==> config.mk <==
export PLATFORM = sky130hd
export DESIGN_NAME = indexed_array_list_core_flat
export DESIGN_NICKNAME = d
export VERILOG_FILES = /design/src/design/iall_pkg.sv /design/src/design/iall_req_if.sv /design/src/design/iall_rsp_if.sv /design/src/design/iall_ram.sv /design/src/design/iall_seq.sv /design/src/design/indexed_array_list_core.sv /design/src/flat_wrapper.sv
export SDC_FILE = /design/constraint.sdc
export NUM_CORES = 1
export LEC_CHECK = 0
export BUFFER_PORTS_ARGS = -buffer_cell sky130_fd_sc_hd__buf_4
export CORE_UTILIZATION = 35
export DETAILED_ROUTE_END_ITERATION = 16
export SLEW_MARGIN = 20
export SYNTH_ARGS = -nofsm -noshare
export SYNTH_HDL_FRONTEND = slang
export SYNTH_SLANG_ARGS = --single-unit
==> constraint.sdc <==
create_clock -name clk_i -period 4 [get_ports clk_i]
set_input_delay 0.2 -clock clk_i [delete_from_list [all_inputs] [get_ports clk_i]]
set_output_delay 0.2 -clock clk_i [all_outputs]
set_load 0.01 [all_outputs]
==> src/design/iall_pkg.sv <==
`default_nettype none

package iall_pkg;

  localparam int DEPTH_DEF = 16;

  localparam int MODE_W = 2;
  localparam int POS_W  = 5;
  localparam int VAL_W  = 32;
  localparam int STAT_W = 2;
  localparam int IDX_W  = 4;
  localparam int LEN_W  = 5;
  localparam int CAP_W  = 5;

  localparam logic [CAP_W-1:0] CAP_RESET = 5'd16;

  typedef enum logic [MODE_W-1:0] {
    MODE_INSERT = 2'd0,
    MODE_UPDATE = 2'd1,
    MODE_DELETE = 2'd2,
    MODE_FIND   = 2'd3
  } mode_e;

  typedef enum logic [STAT_W-1:0] {
    ST_OK      = 2'd0,
    ST_RANGE   = 2'd1,
    ST_FULL    = 2'd2,
    ST_MISSING = 2'd3
  } status_e;

  typedef enum logic [2:0] {
    S_IDLE,
    S_UP,
    S_DOWN,
    S_FIND,
    S_TAIL,
    S_PUT,
    S_DONE
  } state_e;

  typedef struct packed {
    logic [MODE_W-1:0]       mode;
    logic [POS_W-1:0]        position;
    logic signed [VAL_W-1:0] value;
  } req_t;

  typedef struct packed {
    logic [STAT_W-1:0] status;
    logic [IDX_W-1:0]  result_index;
    logic [LEN_W-1:0]  list_length;
  } res_t;

endpackage

`default_nettype wire

==> src/design/iall_req_if.sv <==
`default_nettype none

interface iall_req_if;
  logic                              valid;
  logic                              ready;
  logic [iall_pkg::MODE_W-1:0]       mode;
  logic [iall_pkg::POS_W-1:0]        position;
  logic signed [iall_pkg::VAL_W-1:0] value;

  modport source (output valid, output mode, output position, output value, input ready);
  modport sink (input valid, input mode, input position, input value, output ready);
endinterface

`default_nettype wire

==> src/design/iall_rsp_if.sv <==
`default_nettype none

interface iall_rsp_if;
  logic                        valid;
  logic                        ready;
  logic [iall_pkg::STAT_W-1:0] status;
  logic [iall_pkg::IDX_W-1:0]  result_index;
  logic [iall_pkg::LEN_W-1:0]  list_length;

  modport source (output valid, output status, output result_index, output list_length,
                  input ready);
  modport sink (input valid, input status, input result_index, input list_length,
                output ready);
endinterface

`default_nettype wire

==> src/design/iall_ram.sv <==
`default_nettype none

module iall_ram #(
  parameter int DEPTH = iall_pkg::DEPTH_DEF,
  parameter int AW    = $clog2(DEPTH)
) (
  input  wire logic                              clk_i,
  input  wire logic                              we_i,
  input  wire logic [AW-1:0]                     waddr_i,
  input  wire logic signed [iall_pkg::VAL_W-1:0] wdata_i,
  input  wire logic                              re_i,
  input  wire logic [AW-1:0]                     raddr_i,
  output logic signed [iall_pkg::VAL_W-1:0]      rdata_o
);
  import iall_pkg::*;

  logic signed [VAL_W-1:0] mem [DEPTH];

  always_ff @(posedge clk_i) begin
    if (we_i) begin
      mem[waddr_i] <= wdata_i;
    end
  end

  always_ff @(posedge clk_i) begin
    if (re_i) begin
      rdata_o <= mem[raddr_i];
    end
  end

endmodule

`default_nettype wire

==> src/design/iall_seq.sv <==
`default_nettype none

module iall_seq #(
  parameter int DEPTH = iall_pkg::DEPTH_DEF,
  parameter int AW    = $clog2(DEPTH),
  parameter int CW    = $clog2(DEPTH + 1)
) (
  input  wire logic                              clk_i,
  input  wire logic                              rst_ni,
  input  wire logic [iall_pkg::CAP_W-1:0]        cap_i,
  input  wire logic                              req_valid_i,
  output logic                                   req_ready_o,
  input  wire iall_pkg::req_t                    req_i,
  output logic                                   done_o,
  output iall_pkg::res_t                         res_o,
  input  wire logic                              res_ready_i,
  output logic                                   ram_we_o,
  output logic [AW-1:0]                          ram_waddr_o,
  output logic signed [iall_pkg::VAL_W-1:0]      ram_wdata_o,
  output logic                                   ram_re_o,
  output logic [AW-1:0]                          ram_raddr_o,
  input  wire logic signed [iall_pkg::VAL_W-1:0] ram_rdata_i
);
  import iall_pkg::*;

  localparam int CMPW = ((CW > POS_W) ? CW : POS_W) + 1;

  state_e                  state_q, state_d;
  mode_e                   op_q, op_d;
  status_e                 status_q, status_d;
  logic [CW-1:0]           count_q, count_d;
  logic [AW-1:0]           ptr_q, ptr_d;
  logic [AW-1:0]           last_q, last_d;
  logic [AW-1:0]           pos_q, pos_d;
  logic [AW-1:0]           where_q, where_d;
  logic [AW-1:0]           pend_addr_q, pend_addr_d;
  logic                    pend_q, pend_d;
  logic                    hit_q, hit_d;
  logic signed [VAL_W-1:0] word_q, word_d;

  logic [CMPW-1:0] pos_ext;
  logic [CMPW-1:0] cnt_ext;
  logic            full;

  assign pos_ext = CMPW'(req_i.position);
  assign cnt_ext = CMPW'(count_q);
  // usable capacity is the smaller of the register and the store
  assign full = (cnt_ext >= CMPW'(cap_i)) || (count_q == CW'(DEPTH));

  always_ff @(posedge clk_i or negedge rst_ni) begin
    if (!rst_ni) begin
      state_q  <= S_IDLE;
      op_q     <= MODE_INSERT;
      status_q <= ST_OK;
      count_q  <= '0;
      pend_q   <= 1'b0;
      hit_q    <= 1'b0;
    end else begin
      state_q  <= state_d;
      op_q     <= op_d;
      status_q <= status_d;
      count_q  <= count_d;
      pend_q   <= pend_d;
      hit_q    <= hit_d;
    end
  end

  always_ff @(posedge clk_i) begin
    ptr_q       <= ptr_d;
    last_q      <= last_d;
    pos_q       <= pos_d;
    where_q     <= where_d;
    pend_addr_q <= pend_addr_d;
    word_q      <= word_d;
  end

  always_comb begin
    state_d     = state_q;
    op_d        = op_q;
    status_d    = status_q;
    count_d     = count_q;
    ptr_d       = ptr_q;
    last_d      = last_q;
    pos_d       = pos_q;
    where_d     = where_q;
    pend_addr_d = pend_addr_q;
    pend_d      = 1'b0;
    hit_d       = hit_q;
    word_d      = word_q;
    ram_we_o    = 1'b0;
    ram_waddr_o = pend_addr_q;
    ram_wdata_o = ram_rdata_i;
    ram_re_o    = 1'b0;
    ram_raddr_o = ptr_q;

    // word read last cycle: move it or compare it against the key
    if (pend_q) begin
      if (op_q == MODE_FIND) begin
        if (ram_rdata_i == word_q) begin
          hit_d   = 1'b1;
          where_d = pend_addr_q;
        end
      end else begin
        ram_we_o = 1'b1;
      end
    end

    case (state_q)
      S_IDLE: begin
        if (req_valid_i) begin
          op_d     = mode_e'(req_i.mode);
          word_d   = req_i.value;
          pos_d    = AW'(req_i.position);
          where_d  = '0;
          hit_d    = 1'b0;
          status_d = ST_OK;
          state_d  = S_DONE;
          case (mode_e'(req_i.mode))
            MODE_INSERT: begin
              if (full) begin
                status_d = ST_FULL;
              end else if (pos_ext > cnt_ext) begin
                status_d = ST_RANGE;
              end else begin
                count_d = count_q + CW'(1);
                where_d = AW'(req_i.position);
                if (pos_ext < cnt_ext) begin
                  ptr_d   = AW'(count_q - CW'(1));
                  state_d = S_UP;
                end else begin
                  state_d = S_PUT;
                end
              end
            end
            MODE_UPDATE: begin
              if (pos_ext >= cnt_ext) begin
                status_d = ST_RANGE;
              end else begin
                state_d = S_PUT;
              end
            end
            MODE_DELETE: begin
              if (pos_ext >= cnt_ext) begin
                status_d = ST_RANGE;
              end else begin
                count_d = count_q - CW'(1);
                if ((pos_ext + CMPW'(1)) < cnt_ext) begin
                  ptr_d   = AW'(req_i.position) + AW'(1);
                  last_d  = AW'(count_q - CW'(1));
                  state_d = S_DOWN;
                end
              end
            end
            MODE_FIND: begin
              if (count_q != '0) begin
                ptr_d   = '0;
                last_d  = AW'(count_q - CW'(1));
                state_d = S_FIND;
              end
            end
            default: begin
              status_d = ST_OK;
            end
          endcase
        end
      end
      S_UP: begin
        ram_re_o    = 1'b1;
        pend_d      = 1'b1;
        pend_addr_d = ptr_q + AW'(1);
        if (ptr_q == pos_q) begin
          state_d = S_TAIL;
        end else begin
          ptr_d = ptr_q - AW'(1);
        end
      end
      S_DOWN: begin
        ram_re_o    = 1'b1;
        pend_d      = 1'b1;
        pend_addr_d = ptr_q - AW'(1);
        if (ptr_q == last_q) begin
          state_d = S_TAIL;
        end else begin
          ptr_d = ptr_q + AW'(1);
        end
      end
      S_FIND: begin
        ram_re_o    = 1'b1;
        pend_d      = 1'b1;
        pend_addr_d = ptr_q;
        if (ptr_q == last_q) begin
          state_d = S_TAIL;
        end else begin
          ptr_d = ptr_q + AW'(1);
        end
      end
      S_TAIL: begin
        state_d = (op_q == MODE_INSERT) ? S_PUT : S_DONE;
      end
      S_PUT: begin
        ram_we_o    = 1'b1;
        ram_waddr_o = pos_q;
        ram_wdata_o = word_q;
        state_d     = S_DONE;
      end
      S_DONE: begin
        if (res_ready_i) begin
          state_d = S_IDLE;
        end
      end
      default: begin
        state_d = S_IDLE;
      end
    endcase
  end

  assign req_ready_o = (state_q == S_IDLE);
  assign done_o      = (state_q == S_DONE);

  always_comb begin
    res_o.status = status_q;
    if ((op_q == MODE_FIND) && !hit_q) begin
      res_o.status = ST_MISSING;
    end
    res_o.result_index = (res_o.status == ST_OK) ? IDX_W'(where_q) : '0;
    res_o.list_length  = LEN_W'(count_q);
  end

endmodule

`default_nettype wire

==> src/design/indexed_array_list_core.sv <==
`default_nettype none

// channel   dir  handshake      word contents
// req_i     in   valid/ready    mode, position, value
// rsp_o     out  valid/ready    status, result_index, list_length
// cfg       in   cfg_we_i       capacity_limit (cfg_wdata_i), no read-back
//
// one request at a time; the list store has a single read and a single write port
// per request: update writes the word; insert moves the entries from the position up
// one slot, top entry first, then writes the word; delete moves those above it down;
// find reads and compares every entry; rejected requests go straight to the result
// reset clears the length and the capacity (to 16); the store itself is not cleared
// a finished word waits in the output register while the next request is taken;
// that request holds in its final state until the output register is free

module indexed_array_list_core #(
  parameter int DEPTH = iall_pkg::DEPTH_DEF
) (
  input  wire logic                       clk_i,
  input  wire logic                       rst_ni,
  input  wire logic                       cfg_we_i,
  input  wire logic [iall_pkg::CAP_W-1:0] cfg_wdata_i,
  iall_req_if.sink                        req_i,
  iall_rsp_if.source                      rsp_o
);
  import iall_pkg::*;

  localparam int AW = $clog2(DEPTH);
  localparam int CW = $clog2(DEPTH + 1);

  // capacity register
  logic [CAP_W-1:0] cap_q;

  always_ff @(posedge clk_i or negedge rst_ni) begin
    if (!rst_ni) begin
      cap_q <= CAP_RESET;
    end else if (cfg_we_i) begin
      cap_q <= cfg_wdata_i;
    end
  end

  // request word into the sequencer
  req_t req;
  logic req_ready;

  assign req.mode     = req_i.mode;
  assign req.position = req_i.position;
  assign req.value    = req_i.value;
  assign req_i.ready  = req_ready;

  // sequencer to output register
  logic done;
  res_t res;
  logic slot_free;

  // ram port
  logic                    ram_we;
  logic [AW-1:0]           ram_waddr;
  logic signed [VAL_W-1:0] ram_wdata;
  logic                    ram_re;
  logic [AW-1:0]           ram_raddr;
  logic signed [VAL_W-1:0] ram_rdata;

  iall_seq #(
    .DEPTH (DEPTH),
    .AW    (AW),
    .CW    (CW)
  ) u_seq (
    .clk_i       (clk_i),
    .rst_ni      (rst_ni),
    .cap_i       (cap_q),
    .req_valid_i (req_i.valid),
    .req_ready_o (req_ready),
    .req_i       (req),
    .done_o      (done),
    .res_o       (res),
    .res_ready_i (slot_free),
    .ram_we_o    (ram_we),
    .ram_waddr_o (ram_waddr),
    .ram_wdata_o (ram_wdata),
    .ram_re_o    (ram_re),
    .ram_raddr_o (ram_raddr),
    .ram_rdata_i (ram_rdata)
  );

  iall_ram #(
    .DEPTH (DEPTH),
    .AW    (AW)
  ) u_ram (
    .clk_i   (clk_i),
    .we_i    (ram_we),
    .waddr_i (ram_waddr),
    .wdata_i (ram_wdata),
    .re_i    (ram_re),
    .raddr_i (ram_raddr),
    .rdata_o (ram_rdata)
  );

  // output register: decouples the result word from the next request
  logic out_valid_q, out_valid_d;
  res_t out_res_q;

  assign slot_free = !out_valid_q || rsp_o.ready;

  always_comb begin
    out_valid_d = out_valid_q;
    if (rsp_o.ready) begin
      out_valid_d = 1'b0;
    end
    // a finished word loads only when the slot is free
    if (done && slot_free) begin
      out_valid_d = 1'b1;
    end
  end

  always_ff @(posedge clk_i or negedge rst_ni) begin
    if (!rst_ni) begin
      out_valid_q <= 1'b0;
    end else begin
      out_valid_q <= out_valid_d;
    end
  end

  always_ff @(posedge clk_i) begin
    if (done && slot_free) begin
      out_res_q <= res;
    end
  end

  assign rsp_o.valid        = out_valid_q;
  assign rsp_o.status       = out_res_q.status;
  assign rsp_o.result_index = out_res_q.result_index;
  assign rsp_o.list_length  = out_res_q.list_length;

endmodule

`default_nettype wire
==> src/flat_wrapper.sv <==
// flat-port wrapper written by rule: the top's interface ports become plain ports
module indexed_array_list_core_flat import iall_pkg::*;
#(
  parameter int DEPTH = iall_pkg::DEPTH_DEF
)
  (clk_i, rst_ni, cfg_we_i, cfg_wdata_i, req_i_valid, req_i_mode, req_i_position, req_i_value, req_i_ready, rsp_o_valid, rsp_o_status, rsp_o_result_index, rsp_o_list_length, rsp_o_ready);
  iall_req_if req_i_i ();
  iall_rsp_if rsp_o_i ();
  input  wire logic clk_i;
  input  wire logic rst_ni;
  input  wire logic cfg_we_i;
  input  wire logic [iall_pkg::CAP_W-1:0] cfg_wdata_i;
  input wire logic [$bits(req_i_i.valid)-1:0] req_i_valid;
  input wire logic [$bits(req_i_i.mode)-1:0] req_i_mode;
  input wire logic [$bits(req_i_i.position)-1:0] req_i_position;
  input wire logic [$bits(req_i_i.value)-1:0] req_i_value;
  output wire logic [$bits(req_i_i.ready)-1:0] req_i_ready;
  output wire logic [$bits(rsp_o_i.valid)-1:0] rsp_o_valid;
  output wire logic [$bits(rsp_o_i.status)-1:0] rsp_o_status;
  output wire logic [$bits(rsp_o_i.result_index)-1:0] rsp_o_result_index;
  output wire logic [$bits(rsp_o_i.list_length)-1:0] rsp_o_list_length;
  input wire logic [$bits(rsp_o_i.ready)-1:0] rsp_o_ready;
  assign req_i_i.valid = req_i_valid;
  assign req_i_i.mode = req_i_mode;
  assign req_i_i.position = req_i_position;
  assign req_i_i.value = req_i_value;
  assign req_i_ready = req_i_i.ready;
  assign rsp_o_valid = rsp_o_i.valid;
  assign rsp_o_status = rsp_o_i.status;
  assign rsp_o_result_index = rsp_o_i.result_index;
  assign rsp_o_list_length = rsp_o_i.list_length;
  assign rsp_o_i.ready = rsp_o_ready;
  indexed_array_list_core #(.DEPTH(DEPTH)) u_core (.clk_i(clk_i), .rst_ni(rst_ni), .cfg_we_i(cfg_we_i), .cfg_wdata_i(cfg_wdata_i), .req_i(req_i_i), .rsp_o(rsp_o_i));
endmodule
## After elaboration in Yosys (flattened, before gate mapping)

Memories as Yosys holds them, arrays and structs flattened. A register that Yosys moved wholly into a read port is not among the register bits.
Cells that the tools add are included.

| word-level totals | value |
|---|---|
| register bits | 83 |
| memory bits (writable) | 512 |
| input port bits | 49 |
| output and inout port bits | 13 |
| word-level logic and storage cells | 147 |
| memories kept | 1 |

Memories:

| name | words | width | rd ports | clocked after memory_dff | write ports | RTL line | source |
|---|---|---|---|---|---|---|---|
| u_core.u_ram.mem | 16 | 32 | 1 | 1 | 1 | iall_ram.sv:17 | `logic signed [VAL_W-1:0] mem [DEPTH];` |

| operators by class | value |
|---|---|
| add/subtract/negate cells | 6 |
| order comparisons | 5 |
| equality and inequality tests | 32 |
| muxes and demuxes | 62 |
| reduce and logical (&&, ||, !) cells | 24 |

Operator list:

| cell | number |
|---|---|
| 2-to-1 mux 4 bit | 21 |
| case mux 4 bit (3 select lines) | 3 |
| == test 32 bit | 1 |
| 2-to-1 mux 32 bit | 1 |
| 2-to-1 mux 3 bit | 10 |
| != test 2 bit (second input constant) | 10 |
| != test 3 bit (second input constant) | 6 |
| case mux 3 bit (6 select lines) | 1 |
| 2-to-1 mux 1 bit | 15 |
| 2-to-1 mux 5 bit | 3 |
| case mux 3 bit (4 select lines) | 1 |
| AND reduction 6 bit | 2 |
| AND reduction 11 bit | 1 |
| greater-or-equal comparator 5 bit | 2 |
| case mux 5 bit (2 select lines) | 1 |
| == test 3 bit (second input constant) | 3 |
| adder 4 x 1 -> 4 bit (second input constant) | 2 |
| == test 4 bit | 2 |
| 2-to-1 mux 2 bit | 4 |
| case mux 4 bit (2 select lines) | 1 |
| adder 5 x 1 -> 6 bit (second input constant) | 1 |
| == test 2 bit (second input constant) | 3 |
| == test 3 x 2 -> 1 bit (second input constant) | 2 |
| zero test 2 bit | 3 |
| other kinds (23) | 30 |

## Depth between registers and ports, before layout

Gate-level depths: netlist of the first run.

| logic depth | value |
|---|---|
| depth in word-level cells | 7 |
| gate-level depth with buffers | 9 |
| depth with buffers taken out | 9 |

## Cells and area by module

A second synthesis of the first run with hierarchy kept.

| unflattened totals | value |
|---|---|
| cell total of the unflattened synthesis | 1,256 |
| area total of the unflattened synthesis | 24,979.0 um2 |

Modules (own cells, without submodules):

| module | instances | cells each | area each (um2) | sequential area each (um2) |
|---|---|---|---|---|
| iall_ram | 1 | 838 | 20,155.6 | 16,335.7 |
| iall_seq | 1 | 393 | 4,266.6 | 1,871.8 |
| indexed_array_list_core | 1 | 25 | 556.8 | 481.7 |

## Least setup slack after synthesis of the first run

Ideal clock, no wire load.

| path | value |
|---|---|
| kind | reg2reg |
| from | register u_core.u_seq.state_q[1] |
| to | memory u_core.u_ram.mem[0][0] (enable) |
| setup time | 0.421 ns |
| arrival | 2.713 ns |
| required time | 3.579 ns |
| slack | 0.866 ns |
| stages on the path, launching flop included | 8 |
| buffers on the path | 2 |
| cell sequence | dfrtp_1 buf_2 inv_2 nand3_1 buf_2 o22ai_1 nand2_1 nor2_1 |

| between the ends | value |
|---|---|
| word-level cells in the longest chain between the ends | 4 |
| elaborated cells on any way between the ends | 5 |

RTL lines:

| item | RTL line | source |
|---|---|---|
| start: declaration | iall_seq.sv:28 | `state_e state_q, state_d;` |
| start signal: assignment | iall_seq.sv:59 | `state_q <= state_d;` |
| == test 3 bit (*) | iall_seq.sv:108 | `case (state_q)` |
| 2-to-1 mux 1 bit | iall_seq.sv:108 |  |
| 2-to-1 mux 1 bit | iall_ram.sv:20 | `if (we_i) begin` |
| 2-to-1 mux 1 bit (not written as such) | iall_ram.sv:21 | `mem[waddr_i] <= wdata_i;` |
| end: declaration | iall_ram.sv:17 |  |

Every way passes the cells marked *; elsewhere a longest branch is shown, timed or not.

## Worst setup path in the final report of the first run

| path | value |
|---|---|
| from | register u_core.u_seq.state_q[2] |
| to | memory u_core.u_ram.mem[14][22] (enable) |

The elaborated chain is that of the path after synthesis.

==> flow_summary.yaml, run 1 <==
sta:
  min_period_ns: 3.23
  finClkSkew_ns: 0.0296
  finalSetupViolations: 0
  hold_viol: 0
  rsz0062_at_grt: "false"
  fin_crit_sh: 0.808
  finalSetupTns_ns: 0
  fin_ws_ns: 0.766
  worst_slew_pin_slew_ns: 1.01
  finalMaxSlewViolations: 0
  fmax_ghz: 0.309
  fin_hold_ws_ns: 0.0327
  relSlewSlack: 0.322
die:
  core_mm2: 0.0717
  die_area_mm2: 0.0739
  fp.dieH_um: 272
  rows: 98
  io_pins: 62
  start_util: 0.355
  die_w_um: 272
clock_tree:
  cts_root_buf: "clkbuf_16"
  cts_setup_buffers: 0
  clkSlewWorstSetupHoldPaths_ns: 0.05
  cts_buffers: 68
  cts_buffer_depth: 3
  insertion_delay_ns: 0.61
  cts_hold_buf: 54
  ctsResizeCount: 0
  cts.sink_count: 627
  h-tree-depth: 3
  cts_tree: "built"
power_and_ir_drop:
  p_sw_mw: 6.92
  p_int_mw: 15.2
  max-vdd-ir-drop_uv: 400
  p_sw_frac: 0.313
  combPwrFrac: 0.292
  p_per_area_mw_per_mm2: 742
  seq_power_share: 0.443
  p_clk_frac: 0.266
  p_leak_nw: 9.93
logic_synthesis:
  synth.top_cells.by_count: "edfxtp_1, mux4_1, mux4_2, nor2_1, mux2_2"
  synthCells: 1194
  synth-edff-count: 603
  synth_seq_area_share: 0.733
  ys.flop_type: "edfxtp_1"
  synth_top_cell_area_share: 0.710
  synth_area_leader_cell: "edfxtp_1"
  syn_nets: 1268
  ys.warnings.count: 0
  ys_async_sr_fraction: 0.0319
  synthTopCellsByArea: "edfxtp_1, mux4_1, mux4_2"
  syn_avg_cell_area_um2: 21.4
  ys_types: 60
  synth_most_common_cell: "edfxtp_1"
  syn-cell-area_mm2: 0.0255
  synth_seq_cells: 627
setup_path:
  ff2ff_path_depth: 5
  start_kind: "register"
  max_stage_delay_ns: 0.77
  crit_path_end_kind: "register"
  worstPathCellList: "nand3_2 -> buf_4 -> a31oi_1 -> nor2_4 -> buf_4"
  r2r-end: "u_core.u_ram.mem[14][22]$_DFFE_PP_"
  arrival_ns: 3.57
  crit_path_frequent_cell: "buf_4"
  cp_max_fo: 25
  r2r-start: "u_core.u_seq.state_q[2]$_DFFE_PN0P_"
  required_ns: 4.33
  critPathKind: "register to register"
  crit_slowest_cell: "a31oi_1"
  rrSetupSlack_ns: 0.77
layout:
  nets: 1431
  multiInputGateArea_mm2: 0.00648
  final_layout_size_suffix_gt1_frac: 0.214
  antenna_cells: 0
  syn2layout_area_growth_pct: 17.1
  fillers: 6194
  seq_area_mm2: 0.0187
outcome:
  status: "completed"
grt:
  antenna_found_initial: 1
  track_usage: 0.155
  grt_pass1_vias: 12291
  grt_overflow: 0
  grt_max_degree: 97
  grt_pass1_wl_um: 82900
drt:
  ant_nets: 0
  vias: 12344
  avgViaCountPerCell: 5.25
  drtPass1Iterations: 5
  wl_per_cell_um: 24.2
  drt_iter0_drc: 1267
  wl_um: 56900
  post-route-drc-count: 0
placed_design:
  dpl_worst_slack_ns: 0.750
  hpwl_um: 36000
  portBuffers: 61
  place.gp.congestion: 0.825
min_path:
  worstHoldPathType: "primary input to async pin"
run:
  drv_cap: 0
==> worst max-delay path, delay by kind of cell, from the launching register on <==
family                 cells  cell delay (ns)
buffers and inverters      2             0.77
AOI/OAI and AO/OA          1             0.77
DFF                        1             0.64
and+or+nand+nor            2             0.77
==> routing by layer <==
metal	GRT usage	up-vias	wire, um
met5	0	-	0
met1	0.229	6476	26100
met2	0.224	428	25200
met4	0.0398	0	1120
li1	-	5363	-
met3	0.0413	77	4400
==> kinds of logic after synthesis <==
family | count (synthesis) | synth area share
buf+inv | 81 | 0.0179
flops | 627 | 0.733
compound gates | 84 | 0.0221
mux | 197 | 0.173
simple gates | 127 | 0.0238
fa+ha+maj | 25 | 0.0123
xor+xnor | 53 | 0.0182
==> worst max-delay path by stage <==
stage / start / end / slack, ns / cells past startpoint
2_1_floorplan: u_core.u_seq.state_q[1]$_DFFE_PN0P_ / u_core.u_ram.mem[0][0]$_DFFE_PP_ / 0.87 / 7
3_3_place_gp: u_core.u_seq.state_q[2]$_DFFE_PN0P_ / u_core.u_ram.mem[14][28]$_DFFE_PP_ / 0.85 / 5
3_5_place_dp: u_core.u_seq.state_q[2]$_DFFE_PN0P_ / u_core.u_ram.mem[14][21]$_DFFE_PP_ / 0.75 / 5
4_1_cts: u_core.u_seq.state_q[2]$_DFFE_PN0P_ / u_core.u_ram.mem[14][22]$_DFFE_PP_ / 0.72 / 5
5_1_grt: u_core.u_seq.state_q[2]$_DFFE_PN0P_ / u_core.u_ram.mem[14][22]$_DFFE_PP_ / 0.58 / 5
6_report: u_core.u_seq.state_q[2]$_DFFE_PN0P_ / u_core.u_ram.mem[14][22]$_DFFE_PP_ / 0.77 / 5
==> flip-flops by register name, summed over array words and instances (netlist names), 5 cells and up <==
signal                    flops
u_core.rsp_o.list_length      5
u_core.u_ram.mem            512
u_core.u_seq.word_q          32
u_core.u_seq.count_q          5
u_core.cap_q                  5
u_core.u_ram.rdata_o         32
==> power by group through the flow <==
stage / clock [mW] / sequential, mW / combinational [mW]
after floorplan: 0 / 9.69 / 4.33
after global placement: 0 / 9.89 / 6.32
after detailed placement: 0 / 9.93 / 6.47
after CTS: 6.05 / 9.80 / 6.53
after global routing: 6.28 / 9.88 / 6.95
final: 5.89 / 9.80 / 6.45
==> per-stage QoR <==
stage	area (um^2)	utilization	total power, mW	std cells
6_report	29900	0.416	22.1	2353
4_1_cts	29900	0.416	22.4	2353
5_1_grt	29900	0.416	23.1	2353
2_1_floorplan	25500	-	14.0	1194
3_3_place_gp	27200	0.380	16.2	2183
3_5_place_dp	27200	0.380	16.4	2183
==> layout make-up <==
| cell class | instances | share of cell area |
|---|---|---|
| clock buffer | 89 | 0.0621 |
| clock inverter | 27 | 0.00750 |
| inverter | 30 | 0.00377 |
| multi-input combinational | 486 | 0.217 |
| sequential | 627 | 0.626 |
| tap | 950 | 0.0398 |
| timing repair buffer | 144 | 0.0437 |
==> cells in the final DEF (no fill, tap or decap), types with 3 or more instances in the layout <==
cell type        n
a21o_1           4
a21oi_1         18
a221oi_1         6
a22oi_1          4
a31oi_1          8
and3_1           4
buf_12           7
buf_4           83
clkbuf_1        17
clkbuf_16       71
clkinv_1         9
clkinv_2        10
dfrtp_1         19
dfxtp_1          4
dlygate4sd3_1   54
edfxtp_1       603
ha_1            25
inv_1           27
inv_2            3
mux2_2          34
mux2i_1          3
mux4_1         102
mux4_2          58
nand2_1         31
nand2b_1         3
nand3_1          8
nand4_1          4
nor2_1          21
nor2_4          17
nor2b_1          3
nor3_1          16
nor4_1           7
o21a_1           3
o21ai_0         17
o21bai_1         3
o22ai_1          3
o31ai_1          4
xnor2_1         22
xor2_1          31
Note: power is estimated with default switching activity, not from simulation.
==> inputs of run 2 (changes only) <==
clock period = 2.6 ns   (was 4 ns; I/O delays follow)
==> flow_summary.yaml, run 2 (same netlist as run 1, synthesis figures left out) <==
die:
  start_util: 0.355
  io_pins: 62
  die_w_um: 272
  die_area_mm2: 0.0739
  core_mm2: 0.0717
  rows: 98
  fp.dieH_um: 272
setup_path:
  start_kind: "primary input"
  required_ns: 2.93
  cp_max_fo: 6
  cp_num_cells: 12
  r2r-start: "u_core.u_seq.word_q[16]$_DFFE_PP_"
  arrival_ns: 2.79
  crit_slowest_cell: "dlygate4sd3_1"
  worstPathCellList: "dlygate4sd3_1 -> buf_4 -> and3_1 -> xor2_2 -> ha_1 -> a21o_1 -> a21oi_1 -> and4_1 -> a21oi_1 -> nand3b_1 -> a2111oi_2 -> buf_4"
  r2r-end: "u_core.u_seq.where_q[0]$_DFF_P_"
  crit_buf_inv: 3
  ff2ff_path_depth: 6
  crit_family: "buffers and inverters"
  startpoint: "req_i_position[0]"
  critPathKind: "primary input to register"
  max_stage_delay_ns: 0.55
  rrSetupSlack_ns: 0.15
  crit_path_end_kind: "register"
min_path:
  worstHoldPathType: "primary input to register"
  min-delay-start: "req_i_valid"
  holdPathEnd: "u_core.u_seq.hit_q$_DFF_PN0_"
  min_delay_path_depth: 3
clock_tree:
  cts.sink_count: 627
  insertion_delay_ns: 0.61
  cts_buffer_depth: 3
  clkSlewWorstSetupHoldPaths_ns: 0.06
  cts_tree: "built"
  h-tree-depth: 3
  cts_setup_buffers: 0
  cts_root_buf: "clkbuf_16"
  cts_buffers: 67
layout:
  nets: 1474
  seq_area_mm2: 0.0187
  regMostFlops: "u_core.u_ram.mem"
  fin_util: 0.427
  largest_reg_flops: 512
  syn2layout_area_growth_pct: 20.1
  antenna_cells: 0
  multiInputGateArea_mm2: 0.00650
  layout_commonest_cell: "edfxtp_1"
  final_layout_size_suffix_gt1_frac: 0.244
  final_cell_mix: "edfxtp_1, mux4_1, buf_4"
  fillers: 6171
  postLayoutCellArea_mm2: 0.0306
  largestRegisters: "u_core.u_ram.mem x512, u_core.u_ram.rdata_o x32, u_core.u_seq.word_q x32"
grt:
  grt_pass1_vias: 12839
  track_usage: 0.156
  antenna_found_initial: 0
  grt_max_degree: 40
  grt_pass1_wl_um: 84500
  grt_overflow: 0
drt:
  wl_um: 57100
  post-route-drc-count: 0
  drt_iter0_drc: 1222
  avgViaCountPerCell: 5.14
  vias: 12362
  drtPass1Iterations: 5
  ant_nets: 0
  wl_per_cell_um: 23.8
sta:
  finalSetupViolations: 0
  finalSetupTns_ns: 0
  fin_crit_sh: 0.946
  hold_viol: 0
  finClkSkew_ns: 0.0195
  worst_slew_pin_slew_ns: 0.760
  finalMaxSlewViolations: 0
  relSlewSlack: 0.488
  fmax_ghz: 0.406
  min_period_ns: 2.46
  rsz0062_at_grt: "false"
placed_design:
  hpwl_um: 32700
  portBuffers: 61
  place.gp.congestion: 0.848
  placed_area_mm2: 0.0279
power_and_ir_drop:
  p_leak_nw: 10.3
  power_mw: 34.2
  max-vdd-ir-drop_uv: 545
  p_per_area_mw_per_mm2: 1120
outcome:
  status: "completed"
run:
  drv_cap: 0
==> run 2: cell types whose count changed in the layout (fill, tap and decap cells not counted), sizes merged <==
| cell | delta |
|---|---|
| dlygate4sd3 | -1 |
| inv | +2 |
| bufinv | +1 |
| buf | +45 |
| clkinv | +13 |
| clkinvlp | +1 |
| clkbuf | -11 |
==> run 2: timing repair <==
action	CTS	global route
gates resized for setup	0	2
hold buffers	54	0
endpoints found under the hold margin	67	0
endpoints found under the setup margin	0	8
==> run 2: area by class of cell <==
cell class / count / area share
clock buffers: 78 / 0.0575
clock inverters: 44 / 0.0119
inverters: 30 / 0.00368
multi-input cells: 486 / 0.212
flip-flops and latches: 627 / 0.610
well taps: 950 / 0.0388
repair buffers: 188 / 0.0655
==> run 2: worst max path at each step <==
| stage | end |
|---|---|
| after floorplan | u_core.u_seq.ram_raddr_o[0]$_DFFE_PP_ |
| after global placement | u_core.u_seq.ram_raddr_o[0]$_DFFE_PP_ |
| after detailed placement | u_core.u_seq.ram_raddr_o[1]$_DFFE_PP_ |
| after CTS | u_core.u_seq.where_q[0]$_DFF_P_ |
| after global routing | u_core.u_seq.ram_raddr_o[0]$_DFFE_PP_ |
| final | u_core.u_seq.ram_raddr_o[0]$_DFFE_PP_ |
==> run 2: worst register-to-register path, delay by kind of cell (launching register included) <==
family	cells	cell delay, ns
flops	1	0.49
compound gates	2	0.64
simple gates	3	0.74
xor+xnor	1	0.47
==> run 2: layer usage <==
metal  vias up  GRT usage  wire length [um]
met4         0     0.0411              1140
met1      6468      0.213             25100
li1       5469          -                 -
met5         -          0                 0
met3        87     0.0293              2990
met2       338      0.257             27900
==> run 2: per-stage QoR <==
step                cells  worst slack [ns]  hold slack [ns]
floorplan            1194             0.171           -0.166
global route         2403            0.0516           0.0538
finish               2403             0.140           0.0421
global placement     2227            0.0217           0.0423
CTS                  2403            0.0269           0.0110
detailed placement   2227            0.0284           0.0437
==> run 2: power by group <==
part	internal (mW)	switching, mW	total, mW
Combinational	4.38	5.78	10.2
Clock	5.21	3.97	9.18
Sequential	14.3	0.564	14.8
Total	23.9	10.3	34.2
